File: src/sv/fscs_pkg.sv
// Shared types, signature tables and helper functions for the signature carver scanner.
package fscs_pkg;

  localparam int MIN_TEXT_DEF   = 2048;
  localparam int RING_DEPTH_DEF = 4096;
  localparam int SIG_SPAN       = 16;
  localparam int NUM_SIGS       = 14;
  localparam int OFF_W          = 48;
  localparam int LEN_W          = 26;
  localparam int TLEN_W         = 24;
  localparam int EVQ_DEPTH      = 4;
  localparam int OUTQ_DEPTH     = 4;
  localparam int APB_AW         = 3;
  localparam int MB             = 1048576;

  localparam logic [TLEN_W-1:0] MAX_TEXT_LEN_RST = 24'h200000;

  typedef enum logic [0:0] {
    REG_MAX_TEXT_LEN = 1'b0
  } reg_idx_t;

  typedef enum logic {
    CMD_DATA  = 1'b0,
    CMD_DRAIN = 1'b1
  } cmd_t;

  typedef enum logic [3:0] {
    KIND_JPG    = 4'd0,
    KIND_PNG    = 4'd1,
    KIND_GIF    = 4'd2,
    KIND_WEBP   = 4'd3,
    KIND_PDF    = 4'd4,
    KIND_DOC    = 4'd5,
    KIND_ZIP    = 4'd6,
    KIND_RAR    = 4'd7,
    KIND_7Z     = 4'd8,
    KIND_MP3    = 4'd9,
    KIND_MKV    = 4'd10,
    KIND_MP4    = 4'd11,
    KIND_SQLITE = 4'd12,
    KIND_EXE    = 4'd13,
    KIND_TEXT   = 4'd14
  } kind_t;

  typedef logic [SIG_SPAN-1:0][7:0] win_t;
  typedef logic [SIG_SPAN-1:0]      mask_t;
  typedef logic [7:0]               byte_row_t [SIG_SPAN];

  typedef struct packed {
    logic  hit;
    kind_t kind;
  } scan_res_t;

  // one scan position as classified by the front end
  typedef struct packed {
    logic  scan;
    logic  hit;
    kind_t kind;
    logic  print0;
    logic  open_ok;
    logic  end_close;
  } event_t;

  typedef struct packed {
    kind_t             kind;
    logic [OFF_W-1:0]  offset;
    logic [LEN_W-1:0]  length;
    logic              last;
  } result_t;

  typedef struct packed {
    logic [1:0] count;
    result_t    first;
    result_t    second;
  } res_pair_t;

  // signature bytes, byte 0 first; unused tail bytes are don't-care
  localparam byte_row_t SIG_PAT [NUM_SIGS] = '{
    '{8'hFF, 8'hD8, 8'hFF, 8'h00, 8'h00, 8'h00, 8'h00, 8'h00,
      8'h00, 8'h00, 8'h00, 8'h00, 8'h00, 8'h00, 8'h00, 8'h00},
    '{8'h89, 8'h50, 8'h4E, 8'h47, 8'h00, 8'h00, 8'h00, 8'h00,
      8'h00, 8'h00, 8'h00, 8'h00, 8'h00, 8'h00, 8'h00, 8'h00},
    '{8'h47, 8'h49, 8'h46, 8'h38, 8'h39, 8'h61, 8'h00, 8'h00,
      8'h00, 8'h00, 8'h00, 8'h00, 8'h00, 8'h00, 8'h00, 8'h00},
    '{8'h52, 8'h49, 8'h46, 8'h46, 8'h00, 8'h00, 8'h00, 8'h00,
      8'h57, 8'h45, 8'h42, 8'h50, 8'h00, 8'h00, 8'h00, 8'h00},
    '{8'h25, 8'h50, 8'h44, 8'h46, 8'h00, 8'h00, 8'h00, 8'h00,
      8'h00, 8'h00, 8'h00, 8'h00, 8'h00, 8'h00, 8'h00, 8'h00},
    '{8'hD0, 8'hCF, 8'h11, 8'hE0, 8'hA1, 8'hB1, 8'h1A, 8'hE1,
      8'h00, 8'h00, 8'h00, 8'h00, 8'h00, 8'h00, 8'h00, 8'h00},
    '{8'h50, 8'h4B, 8'h03, 8'h04, 8'h00, 8'h00, 8'h00, 8'h00,
      8'h00, 8'h00, 8'h00, 8'h00, 8'h00, 8'h00, 8'h00, 8'h00},
    '{8'h52, 8'h61, 8'h72, 8'h21, 8'h1A, 8'h07, 8'h00, 8'h00,
      8'h00, 8'h00, 8'h00, 8'h00, 8'h00, 8'h00, 8'h00, 8'h00},
    '{8'h37, 8'h7A, 8'hBC, 8'hAF, 8'h27, 8'h1C, 8'h00, 8'h00,
      8'h00, 8'h00, 8'h00, 8'h00, 8'h00, 8'h00, 8'h00, 8'h00},
    '{8'h49, 8'h44, 8'h33, 8'h00, 8'h00, 8'h00, 8'h00, 8'h00,
      8'h00, 8'h00, 8'h00, 8'h00, 8'h00, 8'h00, 8'h00, 8'h00},
    '{8'h1A, 8'h45, 8'hDF, 8'hA3, 8'h00, 8'h00, 8'h00, 8'h00,
      8'h00, 8'h00, 8'h00, 8'h00, 8'h00, 8'h00, 8'h00, 8'h00},
    '{8'h00, 8'h00, 8'h00, 8'h00, 8'h66, 8'h74, 8'h79, 8'h70,
      8'h00, 8'h00, 8'h00, 8'h00, 8'h00, 8'h00, 8'h00, 8'h00},
    '{8'h53, 8'h51, 8'h4C, 8'h69, 8'h74, 8'h65, 8'h20, 8'h66,
      8'h6F, 8'h72, 8'h6D, 8'h61, 8'h74, 8'h20, 8'h33, 8'h00},
    '{8'h4D, 8'h5A, 8'h00, 8'h00, 8'h00, 8'h00, 8'h00, 8'h00,
      8'h00, 8'h00, 8'h00, 8'h00, 8'h00, 8'h00, 8'h00, 8'h00}
  };

  // bit k set: byte k must match
  localparam logic [SIG_SPAN-1:0] SIG_CARE [NUM_SIGS] = '{
    16'h0007, 16'h000F, 16'h003F, 16'h0F0F, 16'h000F, 16'h00FF, 16'h000F,
    16'h003F, 16'h003F, 16'h0007, 16'h000F, 16'h00F0, 16'hFFFF, 16'h000B
  };

  function automatic logic is_printable(input logic [7:0] c);
    return (c == 8'd9) || (c == 8'd10) || (c == 8'd13) || ((c >= 8'd32) && (c <= 8'd126));
  endfunction

  // first matching signature wins; bytes not yet held count as mismatches
  function automatic scan_res_t sig_scan(input win_t w, input mask_t v);
    scan_res_t r;
    logic      m;
    r.hit  = 1'b0;
    r.kind = KIND_JPG;
    for (int s = NUM_SIGS - 1; s >= 0; s--) begin
      m = 1'b1;
      for (int k = 0; k < SIG_SPAN; k++) begin
        if (SIG_CARE[s][k] && (!v[k] || (w[k] != SIG_PAT[s][k]))) begin
          m = 1'b0;
        end
      end
      if (m) begin
        r.hit  = 1'b1;
        r.kind = kind_t'(4'(s));
      end
    end
    return r;
  endfunction

  function automatic logic [LEN_W-1:0] sig_size(input kind_t k);
    logic [LEN_W-1:0] sz;
    unique case (k) inside
      KIND_JPG, KIND_PNG:          sz = LEN_W'(3 * MB);
      KIND_GIF, KIND_WEBP:         sz = LEN_W'(2 * MB);
      KIND_PDF, KIND_SQLITE:       sz = LEN_W'(10 * MB);
      KIND_DOC, KIND_EXE:          sz = LEN_W'(5 * MB);
      KIND_ZIP, KIND_RAR, KIND_7Z: sz = LEN_W'(15 * MB);
      KIND_MP3:                    sz = LEN_W'(8 * MB);
      KIND_MKV, KIND_MP4:          sz = LEN_W'(50 * MB);
      default:                     sz = '0;
    endcase
    return sz;
  endfunction

endpackage

File: src/sv/fscs_outq.sv
// Result queue, up to two writes per cycle, one read.
module fscs_outq import fscs_pkg::*; #(
  parameter int DEPTH = OUTQ_DEPTH
) (
  input  logic      clk,
  input  logic      rst,
  input  res_pair_t wr,
  output logic      room2,
  input  logic      pop,
  output logic      empty,
  output result_t   head_res
);

  localparam int PW = $clog2(DEPTH);
  localparam int CW = $clog2(DEPTH + 1);

  result_t       slots [DEPTH];
  logic [PW-1:0] head, tail, tail_1;
  logic [CW-1:0] count;
  logic          do_pop;

  assign empty    = count == '0;
  assign room2    = count <= CW'(DEPTH - 2);
  assign head_res = slots[head];
  assign do_pop   = pop && !empty;
  assign tail_1   = tail + 1'b1;

  always_ff @(posedge clk) begin
    if (wr.count != 2'd0) begin
      slots[tail] <= wr.first;
    end
    if (wr.count == 2'd2) begin
      slots[tail_1] <= wr.second;
    end
  end

  always_ff @(posedge clk) begin
    if (rst) begin
      head  <= '0;
      tail  <= '0;
      count <= '0;
    end else begin
      tail  <= tail + PW'(wr.count);
      head  <= head + PW'(do_pop);
      count <= count + CW'(wr.count) - CW'(do_pop);
    end
  end

  a_no_overflow: assert property (@(posedge clk) disable iff (rst)
    (wr.count != 2'd0) |-> (({1'b0, count} + (CW + 1)'(wr.count)) <= (CW + 1)'(DEPTH)))
    else $error("result queue overrun");

endmodule
File: config.mk
export PLATFORM = sky130hd
export DESIGN_NAME = fscs_outq
export DESIGN_NICKNAME = d
export VERILOG_FILES = /design/src/sv/fscs_pkg.sv /design/src/sv/fscs_outq.sv
export SDC_FILE = /design/constraint.sdc
export NUM_CORES = 1
export LEC_CHECK = 0
export BUFFER_PORTS_ARGS = -buffer_cell sky130_fd_sc_hd__buf_2
export CELL_PAD_IN_SITES_DETAIL_PLACEMENT = 1
export CELL_PAD_IN_SITES_GLOBAL_PLACEMENT = 1
export CORE_UTILIZATION = 53
export CTS_CLUSTER_DIAMETER = 60
export DETAILED_ROUTE_END_ITERATION = 8
export PLACE_DENSITY = 0.94
export SLEW_MARGIN = 40
export SYNTH_ARGS = -nofsm -noshare
export SYNTH_HDL_FRONTEND = slang
export SYNTH_SLANG_ARGS = --single-unit
File: constraint.sdc
create_clock -name clk -period 12.8 [get_ports clk]
set_input_delay 2.56 -clock clk [delete_from_list [all_inputs] [get_ports clk]]
set_output_delay 2.56 -clock clk [all_outputs]
set_load 0.02 [all_outputs]
**Word level (Yosys, flattened, before mapping)**

Memories as Yosys holds them, arrays and structs flattened. A register that Yosys moved wholly into a read port is not among the register bits.
Index checks and enable logic that the tools add are counted.

- Word-level logic and storage cells: 20
- Output and inout bits: 81
- Memory bits (writable): 316
- Memories: 1
- Input port bits: 163
- Register bits after elaboration: 7

Memory list:

| memory | words | width | read ports | clocked after memory_dff | wr ports | line | text |
|---|---|---|---|---|---|---|---|
| slots | 4 | 79 | 1 | 1 | 2 | fscs_outq.sv:17 | `result_t slots [DEPTH];` |

- Add/subtract/negate cells: 5
- Reductions and logical operators: 4
- Muxes and demuxes: 5
- Order comparisons: 1
- Eq/ne operators: 1

Operator list:

| operator | number |
|---|---|
| $mux W1 | 4 |
| $add A3 B2 Y3 | 1 |
| $le A3 B2 Y1 const B | 1 |
| $logic_not A3 Y1 | 1 |
| $sub A3 B1 Y3 | 1 |
| $add A2 B1 Y2 | 1 |
| $add A2 B1 Y2 const B | 1 |
| $add A2 B2 Y2 | 1 |
| $eq A2 B2 Y1 const B | 1 |
| $mux W2 | 1 |
| $reduce_bool A2 Y1 | 1 |
| $logic_and A1 B1 Y1 | 1 |
| $logic_not A1 Y1 | 1 |

**Longest topological paths before layout**

- Depth in word-level cells: 5
- Mapped depth: 7
- Depth with buffers taken out: 6

**Worst setup path before layout**

Ideal clock, no wire load.

- Path kind: input -> register
- Start: input wr[159] (netlist name)
- End: memory slots[0][0] (netlist name) (enable)
- Required time: 12,175 ps
- Arrival time: 8,345 ps
- Buffers on the path: 1
- Library setup time: 625 ps
- Setup slack: 3,830 ps
- Stages on the path: 3
- Path through: buf_2 -> o21bai_1 -> o21ai_0

RTL lines:

| element | line | text |
|---|---|---|
| start: declaration | fscs_outq.sv:7 | `input res_pair_t wr,` |
| end: declaration | fscs_outq.sv:17 |  |

==> tab_implementation.tex <==
\begin{tabular}{lr}
\hline
Metric & Value \\
\hline
\multicolumn{2}{l}{\textbf{Drt}} \\
\quad Number of antenna-violating nets in the routed design & 0 \\
\quad Metal1 wirelength & 15300 um \\
\quad Remaining routing DRC violations & 0 \\
\quad Ratio of routed vias to standard cells & 5.98 \\
\quad Wirelength per Cell & 27.1 um \\
\quad Routed Wire Length & 40100 um \\
\quad Met3 wire len & 2110 um \\
\quad Total met2 wirelength after detailed routing & 21400 um \\
\quad Number of vias after detailed routing & 8838 \\
\quad Initial detailed-routing violation count & 619 \\
\quad First-pass iteration count of the detailed router & 4 \\
\quad Highest routing layer actually used & met5 \\
\multicolumn{2}{l}{\textbf{Setup path}} \\
\quad Crit path kind & register to output pin \\
\quad FF-to-FF path depth & 3 \\
\quad Critical path peak fanout & 35 \\
\quad Launch point of the worst reg-to-reg path & tail[1] \\
\quad Critical path required time & 10.24 ns \\
\quad Capture point of the worst reg-to-reg path & slots[3][35] \\
\quad Flop2flop setup slack & 10.00 ns \\
\quad Type of element launching the critical path & register \\
\quad Termination of the worst setup path & head\_res[1] \\
\quad CP Launch Point & head[0] \\
\quad Sort of element at the end of the critical path & output pin \\
\quad Data arrival time at the worst-slack endpoint & 2.71 ns \\
\multicolumn{2}{l}{\textbf{Floorplan}} \\
\quad Overall die width & 173 um \\
\quad Number of ports placed on the die boundary & 244 \\
\quad Starting utilization of the core area & 54.1\% \\
\quad DIE HEIGHT & 173 um \\
\quad Site row count & 62 \\
\quad Core Area & 0.0288 sq mm \\
\quad Total die area & 0.0301 sq mm \\
\multicolumn{2}{l}{\textbf{GRT}} \\
\quad Overflow left after global routing & 0 \\
\quad Initial antenna violation count & 10 \\
\quad Overall fraction of global-route tracks in use & 26.9\% \\
\quad Largest net degree at the start of global routing & 57 \\
\quad First-pass GRT wire length & 61000 um \\
\quad Number of global-route vias before repair & 10200 \\
\multicolumn{2}{l}{\textbf{Pwr}} \\
\quad Power density over the cells & 170 mW/mm\^{}2 \\
\quad Static leakage & 6.45 nW \\
\quad Power consumption & 0.00314 W \\
\quad Worst supply voltage drop on vdd & 0.104 mV \\
\multicolumn{2}{l}{\textbf{CTS}} \\
\quad Longest Clk Path Bufs & 3 \\
\quad Clock insertion delay at the later pin of the skew report & 0.52 ns \\
\quad Root buf cell & sky130\_fd\_sc\_hd\_\_clkbuf\_16 \\
\quad Clock-pin slew on the worst setup and hold paths & 0.06 ns \\
\quad Total number of H-tree levels & 2 \\
\quad Clock sink total & 323 \\
\quad Number of gates resized after CTS & 0 \\
\quad Number of buffers added by the clock tree synthesis step & 38 \\
\quad Hold buffer count at CTS & 0 \\
\quad Setup fix buffers added after clock tree synthesis & 0 \\
\quad Clock tree from TritonCTS & yes \\
\multicolumn{2}{l}{\textbf{STA}} \\
\quad Setup skew after layout & 0.0162 ns \\
\quad Fin Setup TNS & 0 ns \\
\quad Total of endpoints with negative setup slack in the final report & 0 \\
\quad Share of the clock period used by the worst path & 41.2\% \\
\quad Number of hold violations in the final report & 0 \\
\quad Slew at the pin with the worst max-slew slack & 0.750 ns \\
\quad FMAX & 190 MHz \\
\quad Worst slew slack as a fraction of its limit & 50.0\% \\
\quad Final max-slew violation count & 0 \\
\quad Post-layout minimum cycle time & 5.27 ns \\
\quad Setup repair after global routing missed its margin & false \\
\multicolumn{2}{l}{\textbf{Cells and area}} \\
\quad Number of nets in the finished design & 1223 \\
\quad Fraction of final layout cells with drive strength greater than 1 & 65.4\% \\
\quad Most frequent standard cell in the layout excluding fill and tap cells & sky130\_fd\_sc\_hd\_\_edfxtp\_1 \\
\quad Highest-count cells in the layout ignoring fill and taps & sky130\_fd\_sc\_hd\_\_edfxtp\_1 (316), sky130\_fd\_sc\_hd\_\_mux2\_2 (307), sky130\_fd\_sc\_hd\_\_buf\_2 (243) \\
\quad Area growth from synthesis to final layout & 18.5\% \\
\quad Layout Utilization & 64.1\% \\
\quad Final cell count without fillers & 1478 \\
\quad Final std cell area, no fill & 0.0184 sq mm \\
\multicolumn{2}{l}{\textbf{Min path}} \\
\quad Type of the worst min-delay path & register to register \\
\multicolumn{2}{l}{\textbf{Placed design}} \\
\quad Cell area after placement & 0.0172 sq mm \\
\quad Half-perimeter wire length of the detailed placement result & 24500 um \\
\quad Cells after DPL & 1400 \\
\quad Count of buffers from port buffering & 243 \\
\quad GP Congestion & 0.764 \\
\multicolumn{2}{l}{\textbf{Synthesis}} \\
\quad Leading cell types by total area after synthesis & sky130\_fd\_sc\_hd\_\_edfxtp\_1 (61\%), sky130\_fd\_sc\_hd\_\_mux2\_2 (22\%), sky130\_fd\_sc\_hd\_\_mux4\_2 (11\%) \\
\quad Fraction of post-synthesis cell area in the top cell type by area & 61.0\% \\
\quad Flip-flop and latch count after synthesis & 323 \\
\quad Synthesized area per cell & 19.2 sq um \\
\quad Cell taking the most area after synthesis & sky130\_fd\_sc\_hd\_\_edfxtp\_1 \\
\quad Post-Syn Nets & 976 \\
\quad Yosys synthesis warning count & 0 \\
\quad Cell variety after synth & 27 \\
\quad Fraction of the yosys area taken by sequential cells & 61.9\% \\
\quad Gate Count Post-Synth & 809 \\
\quad Netlist area before placement & 0.0156 sq mm \\
\multicolumn{2}{l}{\textbf{Outcome}} \\
\quad Result of the run & finished, final reports clean \\
\multicolumn{2}{l}{\textbf{Job}} \\
\quad Max-Cap Viols & 0 \\
\hline
\end{tabular}
sequential cells by signal, summed over array words and instances (netlist names):
name and flops:
slots 316, count 3, head 2, tail 2
kinds of logic after synthesis:
kind of cell	share of synthesized area [%]
adders and majority gates	0.370
DFF	61.9
and+or+nand+nor	0.772
AOI/OAI and AO/OA	0.265
buffers and inverters	1.87
muxes	34.6
xor gates and xnor gates	0.289
synth_stat cells:
cell                       instances
sky130_fd_sc_hd__o311ai_0          1
sky130_fd_sc_hd__mux2_1           11
sky130_fd_sc_hd__nand4b_1          1
sky130_fd_sc_hd__mux2_2          307
sky130_fd_sc_hd__ha_1              3
sky130_fd_sc_hd__buf_4             2
sky130_fd_sc_hd__nor2_1            6
sky130_fd_sc_hd__clkbuf_1          9
sky130_fd_sc_hd__nor4bb_1          1
sky130_fd_sc_hd__o21bai_1          2
sky130_fd_sc_hd__o21ai_0           1
sky130_fd_sc_hd__buf_2            41
sky130_fd_sc_hd__nor4b_4           1
sky130_fd_sc_hd__inv_1             4
sky130_fd_sc_hd__a21oi_1           1
sky130_fd_sc_hd__or2_2             1
sky130_fd_sc_hd__and4bb_2          1
sky130_fd_sc_hd__nor2b_1           5
sky130_fd_sc_hd__nor3_1            1
sky130_fd_sc_hd__dfxtp_1           7
sky130_fd_sc_hd__mux2i_1           2
sky130_fd_sc_hd__buf_6             2
sky130_fd_sc_hd__o31ai_1           1
sky130_fd_sc_hd__mux4_2           79
sky130_fd_sc_hd__edfxtp_1        316
sky130_fd_sc_hd__fa_1              1
sky130_fd_sc_hd__xnor3_1           2
area by class of cell:
| class | count | area (sq um) |
|---|---|---|
| clock inverters | 16 | 129 |
| well taps | 384 | 480 |
| diodes | 8 | 20.0 |
| clock buffers | 54 | 1090 |
| flip-flops and latches | 323 | 9640 |
| repair buffers | 261 | 1370 |
| fillers | 2516 | 10300 |
| inverters | 4 | 15.0 |
| multi-input cells | 428 | 5700 |
how the worst min path moves through the flow:
stage | to | slack, ns | cells after the start | startpoint
CTS | count[2] | 0.73 | 2 | count[2]
floorplan | count[2] | 0.67 | 2 | count[2]
global placement | count[2] | 0.70 | 2 | count[2]
global route | count[2] | 0.75 | 2 | count[2]
detailed placement | count[2] | 0.71 | 2 | count[2]
finish | count[2] | 0.73 | 2 | count[2]
where the power goes:
group          internal, W  total, W  switching (W)  leakage [nW]
clock             0.000637   0.00106       0.000425         0.598
combinational     0.000318  0.000716       0.000398          2.83
sequential         0.00130   0.00136      0.0000572          3.02
total              0.00226   0.00314       0.000880          6.45
layer usage:
metal / vias up / global-route usage [%]
met4: 6 / 9.92
met1: 4612 / 31.4
li1: 3840 / -
met2: 301 / 48.9
met5: - / 0
met3: 79 / 5.50
worst max-delay path, cell delays in order, from the launching register on:
cell and delay, ns:
sky130_fd_sc_hd__dfxtp_4 0.66, sky130_fd_sc_hd__buf_4 0.68, sky130_fd_sc_hd__mux4_2 0.63, sky130_fd_sc_hd__buf_2 0.19
per-stage QoR:
stage	hold slack [ns]	setup WS, ns
floorplan	0.665	3.83
global placement	0.698	7.62
detailed placement	0.714	7.79
CTS	0.726	7.43
global route	0.753	7.32
finish	0.725	7.53
Power figures use the tool's default switching activity.
