$ cat config.mk
export PLATFORM = sky130hd
export DESIGN_NAME = fscs_back
export DESIGN_NICKNAME = d
export VERILOG_FILES = /design/src/sv/fscs_pkg.sv /design/src/sv/fscs_back.sv
export SDC_FILE = /design/constraint.sdc
export NUM_CORES = 1
export LEC_CHECK = 0
export BUFFER_PORTS_ARGS = -buffer_cell sky130_fd_sc_hd__buf_2
export CAP_MARGIN = 5
export CORE_MARGIN = 1
export CORE_UTILIZATION = 35
export CTS_BUF_LIST = sky130_fd_sc_hd__clkbuf_8
export CTS_CLUSTER_DIAMETER = 80
export DETAILED_ROUTE_END_ITERATION = 7
export PLACE_DENSITY_LB_ADDON = 0.2
export SETUP_SLACK_MARGIN = 0.5
export SLEW_MARGIN = 10
export SYNTH_ARGS = -nofsm -noshare
export SYNTH_HDL_FRONTEND = slang
export SYNTH_SLANG_ARGS = --single-unit
$ cat constraint.sdc
create_clock -name clk -period 6.01 [get_ports clk]
set_input_delay 1.803 -clock clk [delete_from_list [all_inputs] [get_ports clk]]
set_output_delay 1.803 -clock clk [all_outputs]
set_load 0.005 [all_outputs]
$ cat src/sv/fscs_pkg.sv
// Shared types, signature tables and helper functions for the signature carver scanner.
package fscs_pkg;

  localparam int MIN_TEXT_DEF   = 2048;
  localparam int RING_DEPTH_DEF = 4096;
  localparam int SIG_SPAN       = 16;
  localparam int NUM_SIGS       = 14;
  localparam int OFF_W          = 48;
  localparam int LEN_W          = 26;
  localparam int TLEN_W         = 24;
  localparam int EVQ_DEPTH      = 4;
  localparam int OUTQ_DEPTH     = 4;
  localparam int APB_AW         = 3;
  localparam int MB             = 1048576;

  localparam logic [TLEN_W-1:0] MAX_TEXT_LEN_RST = 24'h200000;

  typedef enum logic [0:0] {
    REG_MAX_TEXT_LEN = 1'b0
  } reg_idx_t;

  typedef enum logic {
    CMD_DATA  = 1'b0,
    CMD_DRAIN = 1'b1
  } cmd_t;

  typedef enum logic [3:0] {
    KIND_JPG    = 4'd0,
    KIND_PNG    = 4'd1,
    KIND_GIF    = 4'd2,
    KIND_WEBP   = 4'd3,
    KIND_PDF    = 4'd4,
    KIND_DOC    = 4'd5,
    KIND_ZIP    = 4'd6,
    KIND_RAR    = 4'd7,
    KIND_7Z     = 4'd8,
    KIND_MP3    = 4'd9,
    KIND_MKV    = 4'd10,
    KIND_MP4    = 4'd11,
    KIND_SQLITE = 4'd12,
    KIND_EXE    = 4'd13,
    KIND_TEXT   = 4'd14
  } kind_t;

  typedef logic [SIG_SPAN-1:0][7:0] win_t;
  typedef logic [SIG_SPAN-1:0]      mask_t;
  typedef logic [7:0]               byte_row_t [SIG_SPAN];

  typedef struct packed {
    logic  hit;
    kind_t kind;
  } scan_res_t;

  // one scan position as classified by the front end
  typedef struct packed {
    logic  scan;
    logic  hit;
    kind_t kind;
    logic  print0;
    logic  open_ok;
    logic  end_close;
  } event_t;

  typedef struct packed {
    kind_t             kind;
    logic [OFF_W-1:0]  offset;
    logic [LEN_W-1:0]  length;
    logic              last;
  } result_t;

  typedef struct packed {
    logic [1:0] count;
    result_t    first;
    result_t    second;
  } res_pair_t;

  // signature bytes, byte 0 first; unused tail bytes are don't-care
  localparam byte_row_t SIG_PAT [NUM_SIGS] = '{
    '{8'hFF, 8'hD8, 8'hFF, 8'h00, 8'h00, 8'h00, 8'h00, 8'h00,
      8'h00, 8'h00, 8'h00, 8'h00, 8'h00, 8'h00, 8'h00, 8'h00},
    '{8'h89, 8'h50, 8'h4E, 8'h47, 8'h00, 8'h00, 8'h00, 8'h00,
      8'h00, 8'h00, 8'h00, 8'h00, 8'h00, 8'h00, 8'h00, 8'h00},
    '{8'h47, 8'h49, 8'h46, 8'h38, 8'h39, 8'h61, 8'h00, 8'h00,
      8'h00, 8'h00, 8'h00, 8'h00, 8'h00, 8'h00, 8'h00, 8'h00},
    '{8'h52, 8'h49, 8'h46, 8'h46, 8'h00, 8'h00, 8'h00, 8'h00,
      8'h57, 8'h45, 8'h42, 8'h50, 8'h00, 8'h00, 8'h00, 8'h00},
    '{8'h25, 8'h50, 8'h44, 8'h46, 8'h00, 8'h00, 8'h00, 8'h00,
      8'h00, 8'h00, 8'h00, 8'h00, 8'h00, 8'h00, 8'h00, 8'h00},
    '{8'hD0, 8'hCF, 8'h11, 8'hE0, 8'hA1, 8'hB1, 8'h1A, 8'hE1,
      8'h00, 8'h00, 8'h00, 8'h00, 8'h00, 8'h00, 8'h00, 8'h00},
    '{8'h50, 8'h4B, 8'h03, 8'h04, 8'h00, 8'h00, 8'h00, 8'h00,
      8'h00, 8'h00, 8'h00, 8'h00, 8'h00, 8'h00, 8'h00, 8'h00},
    '{8'h52, 8'h61, 8'h72, 8'h21, 8'h1A, 8'h07, 8'h00, 8'h00,
      8'h00, 8'h00, 8'h00, 8'h00, 8'h00, 8'h00, 8'h00, 8'h00},
    '{8'h37, 8'h7A, 8'hBC, 8'hAF, 8'h27, 8'h1C, 8'h00, 8'h00,
      8'h00, 8'h00, 8'h00, 8'h00, 8'h00, 8'h00, 8'h00, 8'h00},
    '{8'h49, 8'h44, 8'h33, 8'h00, 8'h00, 8'h00, 8'h00, 8'h00,
      8'h00, 8'h00, 8'h00, 8'h00, 8'h00, 8'h00, 8'h00, 8'h00},
    '{8'h1A, 8'h45, 8'hDF, 8'hA3, 8'h00, 8'h00, 8'h00, 8'h00,
      8'h00, 8'h00, 8'h00, 8'h00, 8'h00, 8'h00, 8'h00, 8'h00},
    '{8'h00, 8'h00, 8'h00, 8'h00, 8'h66, 8'h74, 8'h79, 8'h70,
      8'h00, 8'h00, 8'h00, 8'h00, 8'h00, 8'h00, 8'h00, 8'h00},
    '{8'h53, 8'h51, 8'h4C, 8'h69, 8'h74, 8'h65, 8'h20, 8'h66,
      8'h6F, 8'h72, 8'h6D, 8'h61, 8'h74, 8'h20, 8'h33, 8'h00},
    '{8'h4D, 8'h5A, 8'h00, 8'h00, 8'h00, 8'h00, 8'h00, 8'h00,
      8'h00, 8'h00, 8'h00, 8'h00, 8'h00, 8'h00, 8'h00, 8'h00}
  };

  // bit k set: byte k must match
  localparam logic [SIG_SPAN-1:0] SIG_CARE [NUM_SIGS] = '{
    16'h0007, 16'h000F, 16'h003F, 16'h0F0F, 16'h000F, 16'h00FF, 16'h000F,
    16'h003F, 16'h003F, 16'h0007, 16'h000F, 16'h00F0, 16'hFFFF, 16'h000B
  };

  function automatic logic is_printable(input logic [7:0] c);
    return (c == 8'd9) || (c == 8'd10) || (c == 8'd13) || ((c >= 8'd32) && (c <= 8'd126));
  endfunction

  // first matching signature wins; bytes not yet held count as mismatches
  function automatic scan_res_t sig_scan(input win_t w, input mask_t v);
    scan_res_t r;
    logic      m;
    r.hit  = 1'b0;
    r.kind = KIND_JPG;
    for (int s = NUM_SIGS - 1; s >= 0; s--) begin
      m = 1'b1;
      for (int k = 0; k < SIG_SPAN; k++) begin
        if (SIG_CARE[s][k] && (!v[k] || (w[k] != SIG_PAT[s][k]))) begin
          m = 1'b0;
        end
      end
      if (m) begin
        r.hit  = 1'b1;
        r.kind = kind_t'(4'(s));
      end
    end
    return r;
  endfunction

  function automatic logic [LEN_W-1:0] sig_size(input kind_t k);
    logic [LEN_W-1:0] sz;
    unique case (k) inside
      KIND_JPG, KIND_PNG:          sz = LEN_W'(3 * MB);
      KIND_GIF, KIND_WEBP:         sz = LEN_W'(2 * MB);
      KIND_PDF, KIND_SQLITE:       sz = LEN_W'(10 * MB);
      KIND_DOC, KIND_EXE:          sz = LEN_W'(5 * MB);
      KIND_ZIP, KIND_RAR, KIND_7Z: sz = LEN_W'(15 * MB);
      KIND_MP3:                    sz = LEN_W'(8 * MB);
      KIND_MKV, KIND_MP4:          sz = LEN_W'(50 * MB);
      default:                     sz = '0;
    endcase
    return sz;
  endfunction

endpackage

$ cat src/sv/fscs_back.sv
// Back end: text-run tracking, offsets and result formation.
module fscs_back import fscs_pkg::*; #(
  parameter int MIN_TEXT = MIN_TEXT_DEF
) (
  input  logic              clk,
  input  logic              rst,
  input  logic              ev_valid,
  input  event_t            ev,
  output logic              ev_pop,
  input  logic [TLEN_W-1:0] max_text_len,
  input  logic              room2,
  output res_pair_t         wr
);

  logic [OFF_W-1:0]  scan_offset, scan_offset_next;
  logic [OFF_W-1:0]  text_start, text_start_next;
  logic [TLEN_W-1:0] text_len, text_len_next, len_mid;
  logic              in_run, in_run_next;
  logic              take, skip, closing, sig_hit, opening, run_mid, ending;
  logic [1:0]        n;
  result_t           text_res, sig_res;

  always_comb begin
    take    = ev_valid && room2;
    ev_pop  = take;
    skip    = ev.scan && in_run && ev.print0 && (text_len < max_text_len);
    closing = ev.scan && in_run && !skip;
    sig_hit = ev.scan && !skip && ev.hit;
    opening = ev.scan && !skip && !ev.hit && ev.open_ok &&
              (max_text_len > TLEN_W'(MIN_TEXT));
    len_mid = skip ? text_len + 1'b1 : text_len;
    run_mid = skip || opening || (in_run && !ev.scan);
    ending  = ev.end_close && run_mid;
    n       = 2'(closing) + 2'(sig_hit) + 2'(ending);

    text_res.kind   = KIND_TEXT;
    text_res.offset = text_start;
    text_res.length = {{(LEN_W - TLEN_W){1'b0}}, len_mid};
    text_res.last   = 1'b0;
    sig_res.kind    = ev.kind;
    sig_res.offset  = scan_offset;
    sig_res.length  = sig_size(ev.kind);
    sig_res.last    = 1'b1;

    // a closing run goes out ahead of a hit at the same position
    wr.first      = (sig_hit && !closing) ? sig_res : text_res;
    wr.first.last = n == 2'd1;
    wr.second     = sig_res;
    wr.count      = take ? n : 2'd0;

    scan_offset_next = ev.scan ? scan_offset + 1'b1 : scan_offset;
    in_run_next      = run_mid && !ending;
    text_start_next  = opening ? scan_offset : text_start;
    text_len_next    = opening ? TLEN_W'(1) : len_mid;
  end

  always_ff @(posedge clk) begin
    if (rst) begin
      scan_offset <= '0;
      in_run      <= 1'b0;
      text_start  <= '0;
      text_len    <= '0;
    end else if (take) begin
      scan_offset <= scan_offset_next;
      in_run      <= in_run_next;
      text_start  <= text_start_next;
      text_len    <= text_len_next;
    end
  end

  a_pair_order: assert property (@(posedge clk) disable iff (rst)
    (wr.count == 2'd2) |-> ((wr.first.kind == KIND_TEXT) && (wr.second.kind != KIND_TEXT)))
    else $error("two results without a run close ahead of a hit");

endmodule

# After elaboration in Yosys (flattened, before gate mapping)
# Cells that the tools add are included.
# totals
register_bits	121
latch_bits	0
ram_bits	0
romBits	0
input_bits	37
word_cells	59
n_memories	0
# op_classes
addsub	4
mul	0
div_mod_pow	0
order_cmp	2
n_eq_ne	14
n_shift	0
n_mux	5
bitwise	0
reduce_logical	30
# ops
op	n
case mux 26 bit (7 select lines)	1
two-way mux 79 bit	1
adder 48 x 1 -> 48 bit (second input constant)	1
two-way mux 24 bit	2
adder 24 x 1 -> 24 bit (second input constant)	1
== test 4 bit (second input constant)	6
> comparator 24 x 12 -> 1 bit (second input constant)	1
< comparator 24 bit	1
== test 4 x 3 -> 1 bit (second input constant)	4
logical AND 1 bit	14
OR reduction 2 bit	5
== test 4 x 2 -> 1 bit (second input constant)	2
logical NOT 1 bit	5
== test 4 x 1 -> 1 bit (second input constant)	1
logical NOT 4 bit	1
AND reduction 2 bit	2
OR reduction 3 bit	1
adder 1 x 1 -> 2 bit	1
adder 2 x 1 -> 2 bit	1
== test 2 x 1 -> 1 bit (second input constant)	1
logical OR 1 bit	2
two-way mux 2 bit	1

# Longest topological paths before layout
# Gate-level depths: netlist (run 1).
# depth
word_depth	13
ltp_mapped	12

# Worst setup path after synthesis (run 1)
# OpenSTA, ideal clock, no wires.
# synth_path
kind	input port to output port
start	input max_text_len[11]
end	output wr[79] in the netlist's numbering
t_arrival_ps	4200
required_time_ps	4207
path_slack_ps	7
cell_stages	12
path_cell_list	inv_1 -> ha_1 -> nand2_1 -> o21a_1 -> a2111o_1 -> buf_2 -> o21ai_1 -> buf_2 -> buf_2 -> nand3_1 -> fa_1 -> nor2b_1
# synth_rtl
element	line	rtl
start, declared	fscs_back.sv:10	input logic [TLEN_W-1:0] max_text_len,
end, declared	fscs_back.sv:12	output res_pair_t wr

==> results_dict.tcl, run 1 <==
set metrics [dict create \
    fin_nets 1207 \
    p_leak_nw 4.311 \
    r2r-end "text_len[4]$_SDFFE_PP0P_" \
    grt_setup_unrepaired "yes" \
    peakVddDrop_mv 0.1144 \
    synth-edff-count 0 \
    slowest_delay_ps 440 \
    post_drt_wl_per_cell_um 18.24 \
    die_area_sq_um 22450 \
    start_util 0.3604 \
    cts_hold_buf 0 \
    fin_crit_ps 5978 \
    slew_headroom 0.3995 \
    final_layout_size_suffix_gt1_frac 0.3777 \
    avgSynthCellArea_sq_um 8.128 \
    portBuffers 176 \
    powerDensity_nw_per_um2 164.5 \
    antenna_found_initial 2 \
    rows 53 \
    cp-end-kind "output pin" \
    mostFrequentLayoutCell "dfxtp_1" \
    synth_top_flop_cell "dfxtp_1" \
    final_cells 1434 \
    core_sq_um 21220 \
    final_cell_mix "dfxtp_1 (121), buf_2 (113), buf_6 (80)" \
    finalSetupViolCount 0 \
    r2r_start "text_len[9]$_SDFFE_PP0P_" \
    synthArstFlopShare 0 \
    critical_path_required_ps 4210 \
    cts_buffers 17 \
    dieHeight_um 149.8 \
    worstPathCellList "buf_8, inv_4, ha_4, nand2_2, o21a_1, a2111o_1, o21a_4, buf_4, or3_1, buf_6, mux2_4, buf_6" \
    drv_slew 0 \
    finClkSkew_ps 14.96 \
    grt_max_degree 79 \
    vias 7924 \
    crit_start "max_text_len[11]" \
    clockBufferDepth 2 \
    cts_num_sinks 121 \
    finalWirelength_um 26150 \
    cp-start-kind "input pin" \
    syn_inst 941 \
    maxCapViolations 0 \
    avgViaCountPerCell 5.526 \
    critPathSlowestCell "a2111o_1" \
    cts_root_buffer "clkbuf_8" \
    crit_arrival_ps 4180 \
    cp_common_cell "buf_6" \
    ios 198 \
    dp.cells 1363 \
    synthToLayoutAreaGrowth_pct 42.56 \
    fin_crit_sh 0.9948 \
    worstSkewPairLatency_ps 450 \
    nFillCells 2032 \
    drc 0 \
    die_w_um 149.8 \
    hp-class "flop to flop" \
    grt_pass1_vias 7402 \
    worst_pin_slew_ps 893.3 \
    yosys_warnings 0 \
    rr_worst_depth 12 \
    grt_overflow 0 \
    worst-path-max-fanout 8 \
    fmax_mhz 167.3 \
    yosysUniqueCellTypes 57 \
    final_hold_viol_count 0 \
    cts_tree "yes" \
    drtIter0Drc 403 \
    cp-endpoint "wr[149]" \
    stdcell_area_sq_um 10900 \
    grt_usage 0.2247 \
    yosysSeqAreaShare 0.3167 \
    grt_pass1_wl_um 39270 \
    critical_path_class "input pin to output pin" \
    drtAntennaViolNets 0 \
    dr.pass1.iters 6 \
    outcome "finished, final reports clean" \
    clkTransAtPathRegs_ps 70 \
    dpl_cell_area_sq_um 8976 \
    place_congestion 0.8677 \
    place_hpwl_um 16680 \
    reg2reg_slack_ps 2890 \
    synth_area_sq_um 7649 \
    h-tree-depth 4 \
    synth-seq-cells 121 \
]
-- flip-flops by register name, indices dropped and copies added (netlist names) --
register and flops:
text_len 24, in_run 1, scan_offset 48, text_start 48
-- timing repair --
action,4_1_cts,5_1_grt
gates resized for setup,108,135
buffers inserted,21,8
pin swaps,40,27
setup endpoints to repair,81,81
cloned,5,3
-- cell type report --
type,count,area [sq um],share of cell area
clock buffers,18,247.7,0.02272
clock inverters,14,170.2,0.01561
flip-flops and latches,121,2422,0.2221
diodes,2,5.005,0.0004590
well taps,275,344.1,0.03155
inverters,34,140.1,0.01285
repair buffers,264,2235,0.2049
multi-input cells,706,5340,0.4897
-- routing by layer --
layer	track usage	part of all wire	wire [um]
met1	0.2892	0.45	11650
met2	0.3676	0.47	12390
met3	0.04970	0.059	1556
met4	0.07879	0.021	561
met5	0	0	0
-- power by group --
part	internal (mW)	total (mW)	leakage (nW)	switching (mW)
logic	0.0819	0.196	3.12	0.114
registers	0.802	0.804	0.974	0.00195
clock network	0.424	0.794	0.214	0.370
-- cells in the mapped netlist, types with 11 or more instances --
cell type,n,area share
a21oi_1,79,0.052
mux2_2,45,0.066
inv_1,33,0.016
nor4_1,11,0.0090
nor3_1,14,0.0092
o211ai_1,20,0.020
buf_4,27,0.027
nor2_1,67,0.033
nand2_1,64,0.031
ha_1,25,0.041
nand2b_1,15,0.012
xnor2_1,11,0.013
nand4_1,68,0.056
o31ai_1,46,0.045
or3_1,24,0.020
buf_2,26,0.017
o21ai_0,30,0.020
clkbuf_1,44,0.022
dfxtp_1,121,0.32
xor2_1,34,0.039
or4_1,11,0.011
nand3_1,31,0.020
-- kinds of logic (layout without fill, tap and decap cells) --
logic type,count (synthesis),after routing,share of synthesized area
compound gates,217,217,0.1811
xor+xnor,45,45,0.05153
fa+ha+maj,26,26,0.04351
buf+inv,133,330,0.08277
flops,121,121,0.3167
mux,54,54,0.08196
other cells,2,23,0.0009819
simple gates,343,343,0.2415
-- critical path, delay by kind of cell --
| kind | cells | cell delay, ps |
|---|---|---|
| AO/OA/AOI/OAI | 3 | 900 |
| buffers and inverters | 5 | 540 |
| AND/OR/NAND/NOR | 2 | 350 |
| adder cells (fa/ha/maj) | 1 | 260 |
| multiplexers | 1 | 310 |
-- stage by stage --
| step | setup TNS, ps | worst slack [ps] | utilization | power, mW | hold WS [ps] |
|---|---|---|---|---|---|
| 2_1_floorplan | 0 | 213.8 | - | 0.9161 | 445.8 |
| 3_3_place_gp | -4046 | -95.16 | 0.4230 | 0.9640 | 457.0 |
| 3_5_place_dp | -6426 | -148.5 | 0.4230 | 0.9649 | 460.0 |
| 4_1_cts | 0 | 56.88 | 0.4799 | 1.785 | 471.0 |
| 5_1_grt | -258.4 | -55.09 | 0.5139 | 1.860 | 498.6 |
| 6_report | 0 | 31.55 | 0.5139 | 1.793 | 468.0 |
-- worst min-delay path by stage --
stage / from / end / slack (ps) / cells past startpoint
global placement: text_start[41]$_SDFFE_PP0P_ / text_start[41]$_SDFFE_PP0P_ / 460 / 2
finish: text_start[6]$_SDFFE_PP0P_ / text_start[6]$_SDFFE_PP0P_ / 470 / 2
detailed placement: text_start[17]$_SDFFE_PP0P_ / text_start[17]$_SDFFE_PP0P_ / 460 / 2
floorplan: text_start[0]$_SDFFE_PP0P_ / text_start[0]$_SDFFE_PP0P_ / 450 / 2
CTS: text_start[17]$_SDFFE_PP0P_ / text_start[17]$_SDFFE_PP0P_ / 470 / 2
global route: text_start[25]$_SDFFE_PP0P_ / text_start[25]$_SDFFE_PP0P_ / 500 / 2
Note: power is estimated with default switching activity, not from simulation.
==> inputs of run 2 (changes only) <==
==> constraint.sdc (replaced) <==
create_clock -name clk -period 6.01 [get_ports clk]
set_input_delay 0.3005 -clock clk [delete_from_list [all_inputs] [get_ports clk]]
set_output_delay 0.3005 -clock clk [all_outputs]
set_load 0.005 [all_outputs]
==> results_dict.tcl, run 2 (same netlist as run 1, synthesis figures left out) <==
set metrics [dict create \
    slew_headroom 0.3320 \
    die_area_sq_um 22450 \
    p_leak_nw 3.641 \
    final_cells 1354 \
    outcome "finished, final reports clean" \
    vias 7467 \
    die_w_um 149.8 \
    rows 53 \
    post_drt_wl_per_cell_um 17.53 \
    multi_input_area_sq_um 4691 \
    cp-start-kind "flop" \
    dp.cells 1324 \
    finClkSkew_ps 18.16 \
    cp-end-kind "output pin" \
    clockBufferDepth 2 \
    dr.pass1.iters 5 \
    grt_setup_unrepaired "no" \
    worst-path-max-fanout 64 \
    route.met3.wl_um 1429 \
    core_sq_um 21220 \
    cts_root_buffer "clkbuf_8" \
    drv_slew 0 \
    crit_arrival_ps 4090 \
    nFillCells 2178 \
    worstSkewPairLatency_ps 440 \
    dieHeight_um 149.8 \
    avgViaCountPerCell 5.515 \
    peakVddDrop_mv 0.1092 \
    finalSetupViolCount 0 \
    diodes 0 \
    synthToLayoutAreaGrowth_pct 16.62 \
    grt_pass1_wl_um 37160 \
    fin_setup_tns_ps 0 \
    drc 0 \
    start_util 0.3604 \
    grt_pass1_vias 6745 \
    cts_buffers 17 \
    place_congestion 0.8016 \
    powerDensity_nw_per_um2 181.8 \
    top_regs "scan_offset (48), text_start (48), text_len (24)" \
    top_layer "met4" \
    final_cell_mix "buf_2 (175), dfxtp_1 (121), a21oi_1 (79)" \
    worst_pin_slew_ps 1002 \
    critical_path_class "flop to output pin" \
    antenna_found_initial 0 \
    grt_usage 0.2114 \
    drtAntennaViolNets 0 \
    cts_hold_buf 0 \
    hp-class "input pin to flop" \
    wl_met2_um 11230 \
    cts_setup_buffers 0 \
    clkTransAtPathRegs_ps 80 \
    critical_path_required_ps 5710 \
    h-tree-depth 4 \
    fmax_mhz 227.9 \
    drtIter0Drc 408 \
    fin_nets 1131 \
    grt_overflow 0 \
    wl_met1_um 10780 \
    fin_crit_sh 0.7301 \
    ios 198 \
    fin_crit_ps 4388 \
    cts-resized-gates 0 \
    final_hold_viol_count 0 \
    maxCapViolations 0 \
    place_hpwl_um 15920 \
    cts_tree "yes" \
    final_layout_size_suffix_gt1_frac 0.2614 \
    grt_max_degree 93 \
    seqCellArea_sq_um 2422 \
    mostFrequentLayoutCell "buf_2" \
    cts_num_sinks 121 \
    portBuffers 176 \
    finalWirelength_um 23730 \
]
## run 2: through the flow
stage | setup slack, ps | instance area, sq um | util | total power [mW] | hold slack (ps)
2_1_floorplan | 2985 | 7720 | - | 0.9120 | 445.8
3_3_place_gp | 2082 | 8558 | 0.4033 | 0.9506 | 456.1
3_5_place_dp | 2045 | 8558 | 0.4033 | 0.9512 | 461.1
4_1_cts | 1567 | 8920 | 0.4203 | 1.638 | 150.4
5_1_grt | 1395 | 8920 | 0.4203 | 1.688 | 170.7
6_report | 1622 | 8920 | 0.4203 | 1.622 | 170.7
## run 2: routing by layer
metal  global-route usage  vias up
met5                    0        -
met4              0.05000        0
met3              0.04817       16
met2               0.3523      228
met1               0.2748     3551
li1                     -     3672
## run 2: cell type report
cell class / count / share of cell area
Clock buffer: 19 / 0.02932
Clock inverter: 11 / 0.01122
Inverter: 34 / 0.01431
Multi-Input combinational cell: 706 / 0.5259
Sequential cell: 121 / 0.2716
Tap cell: 275 / 0.03857
Timing Repair Buffer: 188 / 0.1091
## run 2: final timing paths
path / slack (ps) / cells past startpoint / from / end
max: 1620 / 9 / text_len[6]$_SDFFE_PP0P_ / wr[150]
min: 170 / 4 / ev[0] / in_run$_SDFFE_PP0P_
max reg2reg: 2530 / 8 / text_len[11]$_SDFFE_PP0P_ / text_len[4]$_SDFFE_PP0P_
min reg2reg: 470 / 2 / text_start[0]$_SDFFE_PP0P_ / text_start[0]$_SDFFE_PP0P_
## run 2: power breakdown
group | leakage [nW] | switching (mW) | internal (mW) | total (mW)
Clock | 0.177 | 0.346 | 0.343 | 0.689
Sequential | 0.974 | 0.00167 | 0.802 | 0.804
Combinational | 2.49 | 0.0905 | 0.0388 | 0.129
## run 2: critical path, stage by stage, from the launching register on
cell      delay, ps
dfxtp_1         460
ha_1            290
a21o_1          180
a221oi_1        320
o211a_1         460
o21a_2          220
buf_4           630
or3_1           580
mux2_4          340
buf_2           150
